## config.mk

```make
export PLATFORM = sky130hd
export DESIGN_NAME = vpv_queue
export DESIGN_NICKNAME = d
export VERILOG_FILES = /design/src/rtl/vpv_pkg.sv /design/src/rtl/vpv_queue.sv
export SDC_FILE = /design/constraint.sdc
export NUM_CORES = 1
export LEC_CHECK = 0
export BUFFER_PORTS_ARGS = -buffer_cell sky130_fd_sc_hd__buf_4
export CAP_MARGIN = 40
export CORE_ASPECT_RATIO = 1.75
export CORE_MARGIN = 8
export CORE_UTILIZATION = 45
export DETAILED_ROUTE_END_ITERATION = 10
export PLACE_DENSITY = 0.7
export SYNTH_ARGS = -nofsm -noshare
export SYNTH_HDL_FRONTEND = slang
export SYNTH_SLANG_ARGS = --single-unit
```

## constraint.sdc

```tcl
create_clock -name clk -period 7.83 [get_ports clk]
set_input_delay 1.566 -clock clk [delete_from_list [all_inputs] [get_ports clk]]
set_output_delay 1.566 -clock clk [all_outputs]
set_load 0.005 [all_outputs]
```

## src/rtl/vpv_pkg.sv

```systemverilog
// vpv_pkg: shared types, codes and helpers for the vertex project / viewport unit
// no dependencies

package vpv_pkg;

	localparam int FRAC_BITS_DEF = 16;
	localparam int QUEUE_DEPTH   = 2;
	localparam int STORE_DEPTH   = 48;

	// request types
	localparam logic REQ_WRITE   = 1'b0;
	localparam logic REQ_PROJECT = 1'b1;

	// matrix select codes, also the top two bits of a store address
	localparam logic [1:0] MSEL_WORLD = 2'd0;
	localparam logic [1:0] MSEL_VIEW  = 2'd1;
	localparam logic [1:0] MSEL_PROJ  = 2'd2;
	localparam logic [1:0] MSEL_NONE  = 2'd3;

	// configuration register indexes
	localparam logic [2:0] REG_VIEW_LEFT   = 3'd0;
	localparam logic [2:0] REG_VIEW_TOP    = 3'd1;
	localparam logic [2:0] REG_VIEW_WIDTH  = 3'd2;
	localparam logic [2:0] REG_VIEW_HEIGHT = 3'd3;
	localparam logic [2:0] REG_DEPTH_NEAR  = 3'd4;
	localparam logic [2:0] REG_DEPTH_FAR   = 3'd5;

	localparam logic signed [31:0] SAT_MAX = 32'sh7fffffff;
	localparam logic signed [31:0] SAT_MIN = 32'sh80000000;

	typedef struct packed {
		logic [15:0] view_left;
		logic [15:0] view_top;
		logic [15:0] view_width;
		logic [15:0] view_height;
		logic [16:0] depth_near;
		logic [16:0] depth_far;
	} vpv_cfg_t;

	typedef struct packed {
		logic               is_proj;
		logic [5:0]         addr;
		logic signed [31:0] data;
		logic signed [31:0] vx;
		logic signed [31:0] vy;
		logic signed [31:0] vz;
	} vpv_item_t;

	typedef struct packed {
		logic full;
		logic empty;
	} vpv_qstat_t;

	function automatic logic signed [31:0] sat32(input logic signed [63:0] v);
		if (v > 64'(SAT_MAX))
			return SAT_MAX;
		else if (v < 64'(SAT_MIN))
			return SAT_MIN;
		else
			return v[31:0];
	endfunction

endpackage

```

## src/rtl/vpv_queue.sv

```systemverilog
// vpv_queue: short item queue between front and back
// depends on vpv_pkg

module vpv_queue import vpv_pkg::*; (
	input  logic       clk,
	input  logic       arst_n,
	input  logic       push,
	input  vpv_item_t  item_in,
	input  logic       pop,
	output vpv_item_t  item_out,
	output vpv_qstat_t q_stat
);

	localparam int PTR_W = (QUEUE_DEPTH > 1) ? $clog2(QUEUE_DEPTH) : 1;
	localparam int CNT_W = $clog2(QUEUE_DEPTH + 1);
	localparam logic [PTR_W-1:0] PTR_LAST = PTR_W'(QUEUE_DEPTH - 1);
	localparam logic [CNT_W-1:0] CNT_FULL = CNT_W'(QUEUE_DEPTH);

	vpv_item_t        slot_q [QUEUE_DEPTH];
	logic [PTR_W-1:0] wr_ptr_q, rd_ptr_q;
	logic [CNT_W-1:0] count_q;
	logic             do_push, do_pop;

	assign q_stat.full  = (count_q == CNT_FULL);
	assign q_stat.empty = (count_q == '0);
	assign do_push      = push && !q_stat.full;
	assign do_pop       = pop && !q_stat.empty;
	assign item_out     = slot_q[rd_ptr_q];

	always_ff @(posedge clk) begin
		if (do_push)
			slot_q[wr_ptr_q] <= item_in;
	end

	always_ff @(posedge clk or negedge arst_n) begin
		if (!arst_n) begin
			wr_ptr_q <= '0;
			rd_ptr_q <= '0;
			count_q  <= '0;
		end else begin
			if (do_push)
				wr_ptr_q <= (wr_ptr_q == PTR_LAST) ? '0 : wr_ptr_q + 1'b1;
			if (do_pop)
				rd_ptr_q <= (rd_ptr_q == PTR_LAST) ? '0 : rd_ptr_q + 1'b1;
			if (do_push && !do_pop)
				count_q <= count_q + 1'b1;
			else if (do_pop && !do_push)
				count_q <= count_q - 1'b1;
		end
	end

endmodule

```

==> flow_summary.toml <==
[status]
outcome = "finished clean"

[global_route]
grt_max_degree = 105
busiest_layer = "met2"
antenna_found_initial = 2
grt_util_met1_pct = 14.72
grt_overflow = 0
grtUsageMet2_pct = 29.39
grt_pass1_wl_um = 32750
grt_pass1_vias = 5715
grt_use_total_pct = 15.78
use_met3_pct = 4.656

[sta]
setup_viol = 0
slew_violations = 0
fmax_mhz = 231.9
rsz0062_at_grt = "false"
finalHoldViolations = 0
tightest_slew_ps = 903.0
period_minus_slack_ps = 4313
skew_ps = 4.479
max_slew_margin_pct = 39.80
finalCritPeriodShare_pct = 55.08
finalSetupTns_ps = 0

[clock_tree]
cts_tree = "built"
cts_setup_buffers = 0
clock-root-buffer = "clkbuf_16"
cts_buffers = 25
clk_pin_slew_ps = 60
insertion_delay_ps = 510
clock_path_buffers = 3
cts-resized-gates = 0
cts.sinks = 274
htreeDepth = 1
hold_buffers = 0

[die]
die_w_um = 129.2
num_io_pins = 276
initial_core_util_pct = 45.70
rows = 72
coreArea_um2 = 22070
die_y_um = 214.1
floorplan.die_area_um2 = 27650

[finish]
syn_to_final_growth_pct = 32.56
final_common_cell = "buf_4"
drive_gt1_share_pct = 60.53
finalNetCount = 872
stdcell_count = 1046
antenna_cells = 0
final_cell_mix = "buf_4 (277), edfxtp_1 (270), mux2_2 (95)"

[worst_setup_path]
rrSetupSlack_ps = 5330
reg2reg_depth = 4
crit_path_top_delay_cell = "dfrtp_4"
crit_path_start = "rd_ptr_q$_DFFE_PN0P_"
worst_r2r_endpoint = "slot_q[1][102]$_DFFE_PP_"
criticalPathCategory = "reg2out"
critPathMaxStageDelay_ps = 810
crit_path_cell_trace = "buf_4 -> mux2_2 -> buf_4"
worstPathMaxFanout = 58
r2r_start = "count_q[0]$_DFFE_PN0P_"
crit_required_ps = 6260
setup.worst_path.end_class = "output pin"
critPathMostFrequentCell = "buf_4"
crit_arrival_ps = 2750
cp-start-kind = "flip-flop"

[hold_path]
holdPathEnd = "count_q[1]$_DFFE_PN0P_"
hold_depth = 1
hp-start = "count_q[1]$_DFFE_PN0P_"
hold_class = "reg2reg"

[detailed_routing]
drc = 0
detailroute.via_count = 5085
drt_wl_total_um = 22310
post_drt_wl_per_cell_um = 21.33
viasPerCell = 4.861
first_pass_iters = 4
first_iter_violations = 235
detail-route-antenna-nets = 0

[yosys]
netlist.area_leader.share_pct = 80.38
synth.area.top_cells = "edfxtp_1 (80%), mux2_2 (11%), mux2_4 (6.0%)"
ys_seq_area_share_pct = 81.37
syn_nets = 579
synth_area_per_cell_um2 = 22.98
synth_cell_types = 15
netlist_area_um2 = 10090
syn-instance-count = 439
synth_top_cell_by_area = "edfxtp_1"
ys_seq_elements = 274
ys_warn_count = 0

[placed_design]
dp_cells = 1001
gp_congestion = 0.7675
hpwl_um = 15830
portBuffers = 275

[power]
power_density_nw_per_um2 = 365.4
power_mw = 4.885
ir_worst_vdd_uv = 366.0
p_leak_nw = 5.085

[job]
max_cap_viol_count = 0
routing by layer:
metal / part of all wire, % / up-vias / wire (µm)
met5: 0.12 / - / 26
met4: 4.9 / 4 / 1090
met3: 7.5 / 65 / 1668
met2: 56 / 197 / 12450
met1: 32 / 2489 / 7079
li1: - / 2330 / -
through the flow:
stage / utilization (%) / worst slack (ps) / hold slack, ps / cell area (µm²)
after floorplan: - / 2216 / 478.8 / 10090
after global placement: 56.46 / 3682 / 500.2 / 12460
after detailed placement: 56.76 / 4001 / 518.4 / 12530
after CTS: 60.58 / 3445 / 530.3 / 13370
after global routing: 60.58 / 3377 / 566.8 / 13370
final: 60.58 / 3517 / 523.4 / 13370
report_power, final:
part	internal, mW	switching (mW)
clock	0.747	0.499
sequential	2.01	0.128
combinational	0.851	0.653
total	3.61	1.28
flip-flops by register name, summed over array words and instances, names as in the netlist:
| name | cells |
|---|---|
| count_q | 2 |
| rd_ptr_q | 1 |
| slot_q | 270 |
| wr_ptr_q | 1 |
final cells by class:
type / count / area (µm²)
Inverter: 2 / 7.507
Clock inverter: 17 / 206.4
Tap cell: 296 / 370.4
Multi-Input combinational cell: 148 / 1772
Timing Repair Buffer: 281 / 2167
Sequential cell: 274 / 8212
Clock buffer: 28 / 636.9
Fill cell: 1635 / 8700
kinds of logic (layout without fill, tap and decap cells):
family,after synthesis,count (layout),synth area share (%)
fa+ha+maj,1,1,0.1240
compound gates,1,1,0.04957
mux,135,135,16.56
buf+inv,17,328,1.191
flops,274,274,81.37
xor+xnor,5,5,0.4342
simple gates,6,6,0.2729
Yosys cell counts, drive strengths merged:
master,instances
edfxtp,270
mux2,135
buf,15
dfrtp,4
nor2,3
xnor2,3
inv,2
xor2,2
and3,1
ha,1
nand2,1
nand2b,1
o21ai,1
worst max-delay path, delay by kind of cell (launching register included):
kind | cells | cell delay (ps)
buf+inv | 2 | 950
flops | 1 | 810
mux | 1 | 430
how the worst max path moves through the flow:
stage | slack (ps) | to | cells after the start
after detailed placement | 4000 | item_out[7] | 3
after CTS | 3450 | item_out[120] | 3
final | 3520 | item_out[120] | 3
after global placement | 3680 | item_out[123] | 3
after floorplan | 2220 | slot_q[0][0]$_DFFE_PP_ | 2
after global routing | 3380 | item_out[120] | 3
Note: power is estimated with default switching activity, not from simulation.
